`src/design/mass_pkg.sv`:
```
// shared constants, codes and control types for the moving average spectral subtract unit
package mass_pkg;

   // storage limits
   localparam int MAX_COLS = 64;
   localparam int MAX_WIN  = 16;

   // field widths
   localparam int SAMPLE_W    = 32;
   localparam int COLUMN_W    = 6;
   localparam int WEIGHT_W    = 16;
   localparam int WINDOW_W    = 5;
   localparam int COLUMNS_W   = 7;
   localparam int CSR_DATA_W  = 16;
   localparam int CSR_INDEX_W = 2;

   // derived widths
   localparam int COL_BITS   = $clog2(MAX_COLS);
   localparam int WIN_BITS   = $clog2(MAX_WIN);
   localparam int HIST_DEPTH = MAX_COLS * MAX_WIN;
   localparam int SUM_W      = 38;
   localparam int FRAC_W     = 12;
   localparam int PROD_W     = SUM_W + WEIGHT_W;
   localparam int DIFF_W     = PROD_W - FRAC_W + 2;
   localparam int STEP_W     = $clog2(SUM_W);

   // register indexes
   localparam logic [CSR_INDEX_W-1:0] CSR_WEIGHT  = CSR_INDEX_W'(0);
   localparam logic [CSR_INDEX_W-1:0] CSR_WINDOW  = CSR_INDEX_W'(1);
   localparam logic [CSR_INDEX_W-1:0] CSR_COLUMNS = CSR_INDEX_W'(2);

   // register reset values
   localparam logic [WEIGHT_W-1:0]  WEIGHT_RESET  = WEIGHT_W'(4096);
   localparam logic [WINDOW_W-1:0]  WINDOW_RESET  = WINDOW_W'(MAX_WIN);
   localparam logic [COLUMNS_W-1:0] COLUMNS_RESET = COLUMNS_W'(MAX_COLS);

   // largest positive result
   localparam logic [SAMPLE_W-1:0] SAT_MAX = {1'b0, {(SAMPLE_W-1){1'b1}}};

   // controller to datapath
   typedef struct packed {
      logic load;
      logic read;
      logic update;
      logic div_step;
      logic mul;
      logic sub;
      logic out_load;
   } mass_cmd_type;

   // datapath to controller
   typedef struct packed {
      logic active;
   } mass_status_type;

endpackage

```
`src/design/mass_ctrl.sv`:
```
// controller state machine sequencing one item through the datapath
module mass_ctrl (
   input  logic                      clock,
   input  logic                      reset,
   input  logic                      req_valid,
   output logic                      req_ready,
   input  logic                      rsp_ready,
   output logic                      rsp_valid,
   input  mass_pkg::mass_status_type status,
   output mass_pkg::mass_cmd_type    cmd
);
   import mass_pkg::*;

   typedef enum logic [2:0] {
      S_IDLE,
      S_READ,
      S_UPDATE,
      S_DIVIDE,
      S_MULTIPLY,
      S_SUBTRACT,
      S_DONE
   } state_type;

   state_type         state_ff, state_in;
   logic [STEP_W-1:0] step_ff, step_in;
   logic              rsp_valid_ff, rsp_valid_in;

   always_comb begin
      cmd          = '0;
      state_in     = state_ff;
      step_in      = step_ff;
      rsp_valid_in = rsp_valid_ff && !rsp_ready;
      unique case (state_ff)
         S_IDLE: begin
            if (req_valid) begin
               cmd.load = 1'b1;
               state_in = status.active ? S_READ : S_DONE;
            end
         end
         S_READ: begin
            cmd.read = 1'b1;
            state_in = S_UPDATE;
         end
         S_UPDATE: begin
            cmd.update = 1'b1;
            step_in    = '0;
            state_in   = S_DIVIDE;
         end
         S_DIVIDE: begin
            cmd.div_step = 1'b1;
            step_in      = step_ff + STEP_W'(1);
            if (step_ff == STEP_W'(SUM_W - 1)) begin
               state_in = S_MULTIPLY;
            end
         end
         S_MULTIPLY: begin
            cmd.mul  = 1'b1;
            state_in = S_SUBTRACT;
         end
         S_SUBTRACT: begin
            cmd.sub  = 1'b1;
            state_in = S_DONE;
         end
         S_DONE: begin
            // output register free or emptied this cycle
            if (!rsp_valid_ff || rsp_ready) begin
               cmd.out_load = 1'b1;
               rsp_valid_in = 1'b1;
               state_in     = S_IDLE;
            end
         end
         default: begin
            state_in = S_IDLE;
         end
      endcase
   end

   always_ff @(posedge clock) begin
      if (reset) begin
         state_ff     <= S_IDLE;
         step_ff      <= '0;
         rsp_valid_ff <= 1'b0;
      end else begin
         state_ff     <= state_in;
         step_ff      <= step_in;
         rsp_valid_ff <= rsp_valid_in;
      end
   end

   assign req_ready = (state_ff == S_IDLE);
   assign rsp_valid = rsp_valid_ff;
endmodule

```
`config.mk`:
```
export PLATFORM = sky130hd
export DESIGN_NAME = mass_ctrl
export DESIGN_NICKNAME = d
export VERILOG_FILES = /design/src/design/mass_pkg.sv /design/src/design/mass_ctrl.sv
export SDC_FILE = /design/constraint.sdc
export NUM_CORES = 1
export LEC_CHECK = 0
export BUFFER_PORTS_ARGS = -buffer_cell sky130_fd_sc_hd__buf_2
export CELL_PAD_IN_SITES_DETAIL_PLACEMENT = 1
export CELL_PAD_IN_SITES_GLOBAL_PLACEMENT = 1
export CORE_MARGIN = 4
export CORE_UTILIZATION = 42
export CTS_BUF_LIST = sky130_fd_sc_hd__clkbuf_4
export CTS_CLUSTER_SIZE = 30
export DETAILED_ROUTE_END_ITERATION = 6
export PLACE_DENSITY_LB_ADDON = 0.1
export SYNTH_ARGS = -nofsm -noshare
export SYNTH_HDL_FRONTEND = slang
export SYNTH_SLANG_ARGS = --single-unit
```
`constraint.sdc`:
```
create_clock -name clock -period 2.4 [get_ports clock]
set_clock_uncertainty 0.1 [all_clocks]
set_input_delay 0.24 -clock clock [delete_from_list [all_inputs] [get_ports clock]]
set_output_delay 0.24 -clock clock [all_outputs]
set_load 0.05 [all_outputs]
```
### After elaboration in Yosys (flattened, before gate mapping)

Index checks and enable logic that the tools add are counted.

| cells by class | value |
|---|---|
| $add $sub $neg | 1 |
| multipliers | 0 |
| divide/modulo/power cells | 0 |
| $lt $le $gt $ge | 0 |
| equal/unequal tests | 10 |
| shifts and indexed selects | 0 |
| multiplexer cells | 17 |
| bitwise operators | 0 |
| reductions and logical operators | 7 |

Operators with widths:

| cell | count |
|---|---|
| $pmux W3 S7 | 1 |
| $mux W3 | 4 |
| $pmux W6 S2 | 1 |
| $mux W1 | 11 |
| $eq A3 B3 Y1 const B | 3 |
| $add A6 B1 Y6 const B | 1 |
| $eq A3 B2 Y1 const B | 2 |
| $eq A6 B6 Y1 const B | 1 |
| $ne A2 B2 Y1 const B | 3 |
| $eq A3 B1 Y1 const B | 1 |
| $logic_not A3 Y1 | 1 |
| $reduce_and A3 Y1 | 1 |
| $logic_not A1 Y1 | 2 |
| $reduce_bool A2 Y1 | 1 |
| $logic_and A1 B1 Y1 | 1 |
| $logic_or A1 B1 Y1 | 1 |

| storage, ports and cells | value |
|---|---|
| flip-flop bits (word level) | 10 |
| bits in latches | 0 |
| bits in writable memories | 0 |
| bits in read-only memories | 0 |
| output and inout port bits | 9 |
| memories kept | 0 |

### Logic depth before layout (Yosys ltp)

Gate-level depths: netlist of the first run.

| logic depth | value |
|---|---|
| word-level depth | 4 |
| gate-level depth with buffers | 5 |
| depth with buffers taken out | 5 |

### Least setup slack after synthesis of the first run

Ideal clock, no wire load.

| path | value |
|---|---|
| path kind | reg2out |
| start point | register state_ff[1] |
| end point | output cmd[6] (netlist bit) |
| data arrival time | 2.193 ns |
| required time | 2.060 ns |
| path slack | -0.133 ns |
| cell stages (with the launch flop) | 4 |
| cell sequence | dfxtp_1 > buf_2 > nor3_1 > and2_1 |

RTL lines:

| what | line | text |
|---|---|---|
| from (decl) | mass_ctrl.sv:24 | `state_type state_ff, state_in;` |
| from (signal assigned) | mass_ctrl.sv:84 | `state_ff <= state_in;` |
| to (decl) | mass_ctrl.sv:10 | `output mass_pkg::mass_cmd_type cmd` |

==> results of run 1 <==
## path summary, 6_finish.rpt
kind              slack (ns)                 endpoint                startpoint
setup / recovery        0.43                   cmd[1]  state_ff[0]$_SDFFE_PP0P_
hold / removal          0.10  step_ff[2]$_SDFFE_PP0P_                     reset
setup reg to reg        0.84  step_ff[4]$_SDFFE_PP0P_  state_ff[1]$_SDFFE_PP0P_
hold reg to reg         0.40  step_ff[5]$_SDFFE_PP0P_   step_ff[5]$_SDFFE_PP0P_
## cell usage after synthesis (2+ instances only)
library cell and n:
nor3b_1 2, buf_2 4, dfxtp_1 10, o31a_1 2, a21oi_1 6, nor3_1 4, nand3_1 3, ha_1 2
nor2b_1 2, o21ai_0 4, nor2_1 5, nand2b_1 3, inv_1 3, nand2_1 5
## layout make-up
cell class	count	area, um2
multi-input cells	60	400.4
inverters	4	15.01
clock buffers	3	22.52
well taps	15	18.77
flip-flops and latches	10	200.2
fillers	183	644.4
repair buffers	13	65.06
## metal layers
| layer | global-route usage [%] | routed length (um) | part of all wire [%] |
|---|---|---|---|
| met4 | 4.972 | 0 | 0 |
| met5 | 0 | 0 | 0 |
| met1 | 25.06 | 831 | 49 |
| met2 | 26.83 | 812 | 48 |
| met3 | 2.299 | 50 | 2.9 |
## sequential cells by signal (all words and copies together) (netlist names)
signal and flops:
rsp_valid 1, state_ff 3, step_ff 6
## power by group through the flow
stage / combinational [W] / sequential (W) / clock (W)
floorplan: 0.000215 / 0.000203 / 0
global placement: 0.000227 / 0.000237 / 0
detailed placement: 0.000232 / 0.000240 / 0
CTS: 0.000235 / 0.000235 / 0.000122
global route: 0.000249 / 0.000244 / 0.000130
finish: 0.000233 / 0.000237 / 0.000120
## worst max-delay path: cells and delay by family, from the launching register on
family	cells	cell delay, ns
buffers and inverters	1	0.27
flip-flops	1	0.77
AND/OR/NAND/NOR	2	0.32
## per-stage QoR
step,instances,setup WS [ns]
4_1_cts,105,0.4394
3_3_place_gp,102,0.7542
2_1_floorplan,79,0.2157
5_1_grt,105,0.2542
6_report,105,0.4321
3_5_place_dp,102,0.7298
## logic make-up (layout without fill, tap and decap cells)
family,count (synthesis),count (layout),synth area share (%)
adder cells (fa/ha/maj),2,2,3.936
XOR/XNOR,1,1,1.378
AO/OA/AOI/OAI,19,19,19.29
flip-flops,10,10,31.50
multiplexers,1,1,1.575
AND/OR/NAND/NOR,37,37,36.03
buffers and inverters,9,20,6.298
==> run metrics, run 1 <==
slew margin rel. 53.42%; total chip power 0.0005898 W; Avg Cell Area, Syn 8.046 um2; final hold vios 0; area of placed instances 699.4 um2; status finished clean; worst hold path depth 2; first-pass GRT wire length 2704 um; die height 46.90 um; worst slew pin tran 0.6977 ns; Ports 14; Core Region 1366 um2; vias in the first global route 589; number of flops mapped to enable cells by yosys 0; critical-path cell list nand2b_1 > nor2_1 > buf_2; Post-Synthesis Cells 79; Switching Share 45.44%; synth top area cells dfxtp_1 31%, a21oi_1 4.7%, ha_1 3.9%; Max Slew Vio Count 0; Diodes inserted 0; first drt pass iteration count 5; starting density of the core 46.52%; Psw 0.0002680 W; clk sinks 10; Worst Hold Class in2reg; cts hold-fix bufs 0; via count 618; clock power share 20.3%; r2r worst-path depth 3; mapped cell area 635.6 um2; net count after synthesis 86; CP max FO 21; worst-case vdd ir drop 311.2 uV; FF+latch count, synth 10; Max Freq 508.2 MHz; DP HPWL 1194 um; NumNets Final 99; CP Class reg2out; Post-DRT Antenna Nets 0; Netlist cell types 38; total of max-cap violations 0; chip width 46.90 um; largest area contributor in the netlist dfxtp_1; DRC errors left 0; cell row count 13; crit path DAT 1.63 ns; clock-pin slew on the worst setup and hold paths 0.07 ns; internal power 0.0003218 W; TritonCTS clock tree built; startpoint type of the worst setup path flip-flop; wire per inst 16.14 um; Final Critical Period 1.968 ns; WP data required 2.06 ns; combinational share of power 39.5%; post-layout instance area 721.9 um2; Critical Path Max Stage Delay 0.77 ns; crit share post-route 82.00%; area growth from synthesis to layout 13.58%; TritonCTS Buffers 3; top cell type's share of synthesized area 31.50%; H-tree Lvls 1; GPL Wtd Cong 0.7292; Setup Fix Bufs, Post-CTS 0; routed wire length 1695 um; Seq pwr share 40.2%; RSZ-0062 raised after global routing false; Critical Path End Type primary output; DIE AREA 2200 um2; ys flop type dfxtp_1; CTS resizes 0; Max Root-Sink Buffers 2; most frequent cells in the layout 13 x buf_2, 10 x dfxtp_1, 6 x a21oi_1, 5 x nor2_1, 5 x nand2_1; gr ovfl total 0; P per Cell Area 816.9 nW/um2; fraction of layout cells with a size suffix above 1 23.33%; Setup Viol. Count Final 0; Slowest-stage cell, CP dfxtp_1; largest net degree at the start of global routing 22; input/output buffers 13; routed vias/inst 5.886; most common cell after layout, fill and taps aside buf_2; register area share after synthesis 31.50%; initial antenna violation count 0; synth warn 0; fin util 52.84%; async set or reset register ratio after synthesis 0%; gr usage total 17.36%; drt first-iter violations 9; leakage dissipation 0.2823 nW; setup TNS 0 ns; clk_lat worst skew 0.27 ns; root buf cell clkbuf_4; hold slack 0.1024 ns
Power figures use the tool's default switching activity.
==> run 2, diff against run 1 <==
- ABC_AREA: unset -> 1
- CORE_ASPECT_RATIO: unset -> 1.4
- CORE_UTILIZATION: 42 -> 34
- clock period: 2.4 -> 1.7 ns (I/O delays scaled with it)
==> run 2 against run 1 <==
- total power rose by 130%
- first-iteration DRC count grew 67%
- flip-flop and latch count unchanged
- wire length fell by 6.3%
- global-route usage shrank 2.8 points
- critical path depth unchanged
- core utilization shrank 9.7 points
- via count up 6.3%
- clock power is 44% higher
- synthesized cell count up 22%
- critical endpoint is now cmd[3]
- highest routed layer is now met4
==> run metrics, run 2 <==
worst slew pin tran 0.2503 ns (was 0.6977 ns); DP HPWL 1286 um (was 1194 um); largest net degree at the start of global routing 10 (was 22); Synth top cells by count 20 x nand2_1, 18 x nor2_1, 12 x inv_1 (was 10 x dfxtp_1, 6 x a21oi_1, 5 x nand2_1, 5 x nor2_1); Critical Path Max Stage Delay 0.45 ns (was 0.77 ns); Setup Viol. Count Final 0 (unchanged); register area share after synthesis 31.68% (was 31.50%); routed vias/inst 4.977 (was 5.886); TritonCTS Buffers 3 (unchanged); ys flop type dfxtp_1 (unchanged); Post-DRT Antenna Nets 0 (unchanged); startpoint type of the worst setup path flip-flop (unchanged); final worst slack 0.08330 ns (was 0.4321 ns); Avg Cell Area, Syn 6.582 um2 (was 8.046 um2); WP data required 1.43 ns (was 2.06 ns); largest area contributor in the netlist dfxtp_1 (unchanged); fin util 43.09% (was 52.84%); Post-Synthesis Cells 96 (was 79); Final Critical Period 1.617 ns; mapped cell area 631.9 um2 (was 635.6 um2); cts hold-fix bufs 0 (unchanged); first drt pass iteration count 4 (was 5); RSZ-0062 raised after global routing false (unchanged); Worst Hold Class in2reg (unchanged); net count after synthesis 103 (was 86); gr usage total 14.54% (was 17.36%); root buf cell clkbuf_4 (unchanged); TritonCTS clock tree built (unchanged); wire per inst 12.04 um (was 16.14 um); clk sinks 10 (unchanged); total of max-cap violations 0 (unchanged); routed wire length 1589 um (was 1695 um); DIE AREA 2622 um2 (was 2200 um2); max reg flops 6 (unchanged); starting density of the core 35.97% (was 46.52%); NumNets Final 120 (was 99); leakage dissipation 0.3654 nW (was 0.2823 nW); die height 59.01 um (was 46.90 um); crit share post-route 95.10%; area growth from synthesis to layout 19.80% (was 13.58%); FF+latch count, synth 10 (unchanged); gr ovfl total 0 (unchanged); number of flops mapped to enable cells by yosys 0 (unchanged); DRC errors left 0 (unchanged); vias in the first global route 662 (was 589); most common cell after layout, fill and taps aside nand2_1 (was buf_2); worst-case vdd ir drop 678.6 uV (was 311.2 uV); Largest Register step_ff (unchanged); crit path DAT 1.35 ns (was 1.63 ns); async set or reset register ratio after synthesis 0% (unchanged); P per Cell Area 1794 nW/um2 (was 816.9 nW/um2); Max Freq 618.5 MHz; Slowest-stage cell, CP dfxtp_2 (was dfxtp_1); Critical Path End Type primary output (unchanged); most frequent cells in the layout 20 x nand2_1, 18 x nor2_1, 12 x inv_1, 12 x buf_2, 7 x dfxtp_1 (was 13 x buf_2, 10 x dfxtp_1, 6 x a21oi_1, 5 x nor2_1, 5 x nand2_1); Fill cells 247 (was 183); final hold vios 0 (unchanged); clock-pin slew on the worst setup and hold paths 0.07 ns (about the same); chip width 44.44 um (was 46.90 um); fraction of layout cells with a size suffix above 1 30.36% (was 23.33%); drt first-iter violations 15 (was 9); critical-path cell list inv_1 > nor2_4 > buf_2 (was nand2b_1 > nor2_1 > buf_2); Ports 14 (unchanged); Netlist cell types 24 (was 38); top cell type's share of synthesized area 31.68% (was 31.50%); cell row count 18 (was 13); Placement Setup Slack 0.2181 ns (was 0.7298 ns); CP Class reg2out (unchanged); first-pass GRT wire length 2766 um (was 2704 um); Diodes inserted 0 (unchanged); Max Root-Sink Buffers 2 (unchanged); synth warn 0 (unchanged); most numerous cell in the Yosys netlist nand2_1 (was dfxtp_1); slew margin rel. 83.43% (was 53.42%); synth top area cells dfxtp_1 32%, nand2_1 12%, nor2_1 11% (was dfxtp_1 31%, a21oi_1 4.7%, ha_1 3.9%); via count 657 (was 618); Max Slew Vio Count 0 (unchanged); GPL Wtd Cong 0.8590 (was 0.7292); clk_lat worst skew 0.27 ns (about the same); Core Region 1757 um2 (was 1366 um2); status finished clean (unchanged); input/output buffers 13 (unchanged); H-tree Lvls 1 (unchanged); CTS resizes 2 (was 0); Setup Fix Bufs, Post-CTS 0 (unchanged); setup TNS 0 ns (unchanged); initial antenna violation count 0 (unchanged); CP max FO 9 (was 21)
-- run 2: changes by cell type in the layout (fill, tap and decap cells not counted), moves of 3 or more --
cell      before  now
inv_1          3   12
a21oi_1        6    3
nor2_1         5   18
dfxtp_1       10    7
nand2_2        0    3
nand2b_1       3    0
dfxtp_2        0    3
nand2_1        5   20
nand3_1        3    6
-- run 2: final cells by class --
| cell class | instances | area (um2) | share of cell area, % |
|---|---|---|---|
| clock buffers | 3 | 22.52 | 2.975 |
| repair buffers | 13 | 67.56 | 8.926 |
| flip-flops and latches | 10 | 203.9 | 26.94 |
| multi-input cells | 70 | 377.9 | 49.92 |
| clock inverters | 1 | 3.754 | 0.4959 |
| inverters | 15 | 56.30 | 7.438 |
| well taps | 20 | 25.02 | 3.306 |
-- run 2: cells by family (layout without fill, tap and decap cells) --
kind of cell             count (synthesis)  in the layout  synth area share, %
adder cells (fa/ha/maj)                  2              2                3.960
buffers and inverters                   16             32                11.09
flip-flops                              10             10                31.68
AO/OA/AOI/OAI                           10             10                10.30
AND/OR/NAND/NOR                         58             58                42.97
-- run 2: metal layers --
metal	share of wire [%]	wire length (um)	up-vias	global-route usage, %
met5	0	0	-	0
met4	2.4	38	0	9.052
met3	2.7	43	4	1.824
met2	53	848	11	26.04
met1	41	657	305	15.64
li1	-	-	337	-
-- run 2: path summary, 6_finish.rpt --
kind | end | slack (ns) | cells past startpoint | from
hold / removal | state_ff[1]$_SDFFE_PP0P_ | 0.06 | 2 | reset
setup reg to reg | state_ff[2]$_SDFFE_PP0P_ | 0.39 | 7 | state_ff[0]$_SDFFE_PP0P_
setup / recovery | cmd[3] | 0.08 | 3 | state_ff[0]$_SDFFE_PP0P_
hold reg to reg | step_ff[5]$_SDFFE_PP0P_ | 0.41 | 2 | step_ff[5]$_SDFFE_PP0P_
-- run 2: per-stage QoR --
step                      hold WS (ns)  std cells  power [W]  area (um2)
after floorplan                 0.1424         96   0.001044       648.1
after global placement          0.3391        128   0.001183       724.4
after detailed placement        0.3559        128   0.001189       724.4
after CTS                      0.06014        132   0.001379       753.2
after global routing           0.06914        132   0.001477       757.0
final                          0.06286        132   0.001358       757.0
-- run 2: worst max-delay path: cells and delay by family, from the launching register on --
family / cells / cell delay [ns]
simple gates: 1 / 0.19
flops: 1 / 0.45
buf+inv: 2 / 0.44
-- run 2: power breakdown --
part           leakage [nW]  internal (W)  switching [W]  total [W]
clock                0.0154     0.0000849      0.0000886   0.000173
combinational         0.268      0.000222       0.000580   0.000802
sequential           0.0822      0.000284      0.0000991   0.000383
==> run 3, diff against run 2 <==
- CORE_UTILIZATION: 34 -> 31
==> run 3 against run 2 <==
- non-clock buffer count stayed put
- critical path depth is 3 higher
- first-iteration DRC count is 47% lower
- final cell count is 0.76% higher
- final area is 0.17% lower
- count of clock-buffer cells in the layout stayed put
- hold slack worse by 0.024 ns
- register-to-register slack hardly changed
- sequential share of layout area hardly changed
- flip-flop and latch count stayed put
- global-route usage is 0.67 points lower
==> run metrics, run 3 (synthesis results as in run 2) <==
R2R Path End state_ff[2]$_SDFFE_PP0P_ (unchanged); starting density of the core 32.41% (was 35.97%); Core Region 1949 um2 (was 1757 um2); WP data required 1.43 ns (about the same); TritonCTS Buffers 3 (unchanged); Setup Fix Bufs, Post-CTS 0 (unchanged); Fill cells 272 (was 247); clock-pin slew on the worst setup and hold paths 0.07 ns (about the same); clk sinks 10 (unchanged); Max Slew Vio Count 0 (unchanged); total of max-cap violations 0 (unchanged); Ports 14 (unchanged); area growth from synthesis to layout 19.60% (was 19.80%); cell row count 19 (was 18); drt first-iter violations 8 (was 15); routed wire length 1619 um (was 1589 um); Placement Setup Slack 0.2498 ns (was 0.2181 ns); total chip power 0.001356 W (was 0.001358 W); first-pass GRT wire length 2766 um (unchanged); H-tree Lvls 1 (unchanged); internal power 0.0005854 W (was 0.0005900 W); via count 642 (was 657); combinational share of power 58.5% (was 59.0%); DP HPWL 1325 um (was 1286 um); max reg flops 6 (unchanged); input/output buffers 13 (unchanged); crit path DAT 1.34 ns (was 1.35 ns); Critical Path End Type primary output (unchanged); worst slew pin tran 0.2577 ns (was 0.2503 ns); die height 61.42 um (was 59.01 um); Seq pwr share 28.4% (was 28.2%); chip width 46.16 um (was 44.44 um); startpoint type of the worst setup path flip-flop (unchanged); final worst slack 0.09430 ns (was 0.08330 ns); largest net degree at the start of global routing 10 (unchanged); TritonCTS clock tree built (unchanged); root buf cell clkbuf_4 (unchanged); Max Root-Sink Buffers 2 (unchanged); Slowest-stage cell, CP dfxtp_2 (unchanged); DIE AREA 2835 um2 (was 2622 um2); Setup crit end cmd[4] (was cmd[3]); Reg2Reg Setup Slack 0.38 ns (was 0.39 ns); Max Freq 622.8 MHz (was 618.5 MHz); critical-path cell list inv_2 > nand2_4 > inv_2 > nand2_2 > inv_1 > buf_2 (was inv_1 > nor2_4 > buf_2); crit path from state_ff[2]$_SDFFE_PP0P_ (was state_ff[0]$_SDFFE_PP0P_); worst-case vdd ir drop 537.3 uV (was 678.6 uV); CP Class reg2out (unchanged); Critical Path Max Stage Delay 0.37 ns (was 0.45 ns); leakage dissipation 0.3659 nW (was 0.3654 nW); crit share post-route 94.45% (was 95.10%); status finished clean (unchanged); Final Critical Period 1.606 ns (was 1.617 ns); slew margin rel. 82.94% (was 83.43%); Setup Viol. Count Final 0 (unchanged); wire per inst 12.17 um (was 12.04 um); setup TNS 0 ns (unchanged); DRC errors left 0 (unchanged); r2r worst-path depth 6 (was 7); Hold Crit Start reset (unchanged); Switching Share 56.83% (was 56.55%); clock power share 13.1% (was 12.8%); routed vias/inst 4.827 (was 4.977); most common cell after layout, fill and taps aside nand2_1 (unchanged); first drt pass iteration count 3 (was 4); most frequent cells in the layout 20 x nand2_1, 18 x nor2_1, 13 x buf_2, 12 x inv_1, 7 x dfxtp_1 (was 20 x nand2_1, 18 x nor2_1, 12 x inv_1, 12 x buf_2, 7 x dfxtp_1); RR Startpoint step_ff[0]$_SDFFE_PP0P_ (was state_ff[0]$_SDFFE_PP0P_); Psw 0.0007707 W (was 0.0007678 W); CP max FO 7 (was 9); Post-DRT Antenna Nets 0 (unchanged); vias in the first global route 621 (was 662); Worst Hold Class in2reg (unchanged); Diodes inserted 0 (unchanged); Largest Register step_ff (unchanged); clk_lat worst skew 0.27 ns (about the same); GPL Wtd Cong 0.8043 (was 0.8590); critical path's most frequent cell inv_2; gr ovfl total 0 (unchanged); gr usage total 13.88% (was 14.54%); NumNets Final 120 (unchanged); RSZ-0062 raised after global routing false (unchanged); final hold vios 0 (unchanged); P per Cell Area 1794 nW/um2 (about the same); fraction of layout cells with a size suffix above 1 30.36% (unchanged); initial antenna violation count 0 (unchanged); hold slack 0.03856 ns (was 0.06286 ns)
==> run 3: per-stage QoR <==
| stage | utilization (%) | area, um2 | instances |
|---|---|---|---|
| CTS | 38.77 | 755.7 | 133 |
| global route | 38.77 | 755.7 | 133 |
| global placement | 37.23 | 725.7 | 129 |
| detailed placement | 37.23 | 725.7 | 129 |
| finish | 38.77 | 755.7 | 133 |
| floorplan | - | 648.1 | 96 |
==> run 3: how the worst min path moves through the flow <==
stage / to / slack (ns) / cells past startpoint
finish: state_ff[0]$_SDFFE_PP0P_ / 0.04 / 2
global placement: rsp_valid$_SDFF_PP0_ / 0.35 / 2
global route: state_ff[1]$_SDFFE_PP0P_ / 0.05 / 2
floorplan: rsp_valid$_SDFF_PP0_ / 0.14 / 1
CTS: state_ff[0]$_SDFFE_PP0P_ / 0.04 / 2
detailed placement: rsp_valid$_SDFF_PP0_ / 0.34 / 2
==> run 3: power groups by stage <==
stage          logic [W]  registers (W)  clock network [W]
4_1_cts         0.000806       0.000387           0.000182
5_1_grt         0.000867       0.000405           0.000195
2_1_floorplan   0.000697       0.000347                  0
6_report        0.000793       0.000386           0.000178
3_5_place_dp    0.000802       0.000383                  0
3_3_place_gp    0.000809       0.000381                  0
==> run 3: repair_timing <==
item                                    CTS  global route
resized for setup                         3             0
endpoints found under the setup margin    2             0
hold buffers                              0             0
==> run 3: metal layers <==
metal	track usage (%)	share of wire [%]	vias to the layer above
met4	8.537	2.7	0
li1	-	-	335
met2	25.00	55	10
met3	1.754	3.6	5
met5	0	0	-
met1	14.77	38	292
==> run 3: final cells by class <==
| type | count | area [um2] | share of cell area, % |
|---|---|---|---|
| Clock buffer | 3 | 22.52 | 2.980 |
| Inverter | 15 | 56.30 | 7.450 |
| Tap cell | 21 | 26.28 | 3.477 |
| Multi-Input combinational cell | 70 | 377.9 | 50.00 |
| Sequential cell | 10 | 203.9 | 26.99 |
| Clock inverter | 1 | 3.754 | 0.4967 |
| Timing Repair Buffer | 13 | 65.06 | 8.609 |
==> run 3: critical path: cells and delay by family (launching register included) <==
| family | cells | cell delay (ns) |
|---|---|---|
| buffers and inverters | 4 | 0.53 |
| DFF | 1 | 0.37 |
| and+or+nand+nor | 2 | 0.17 |
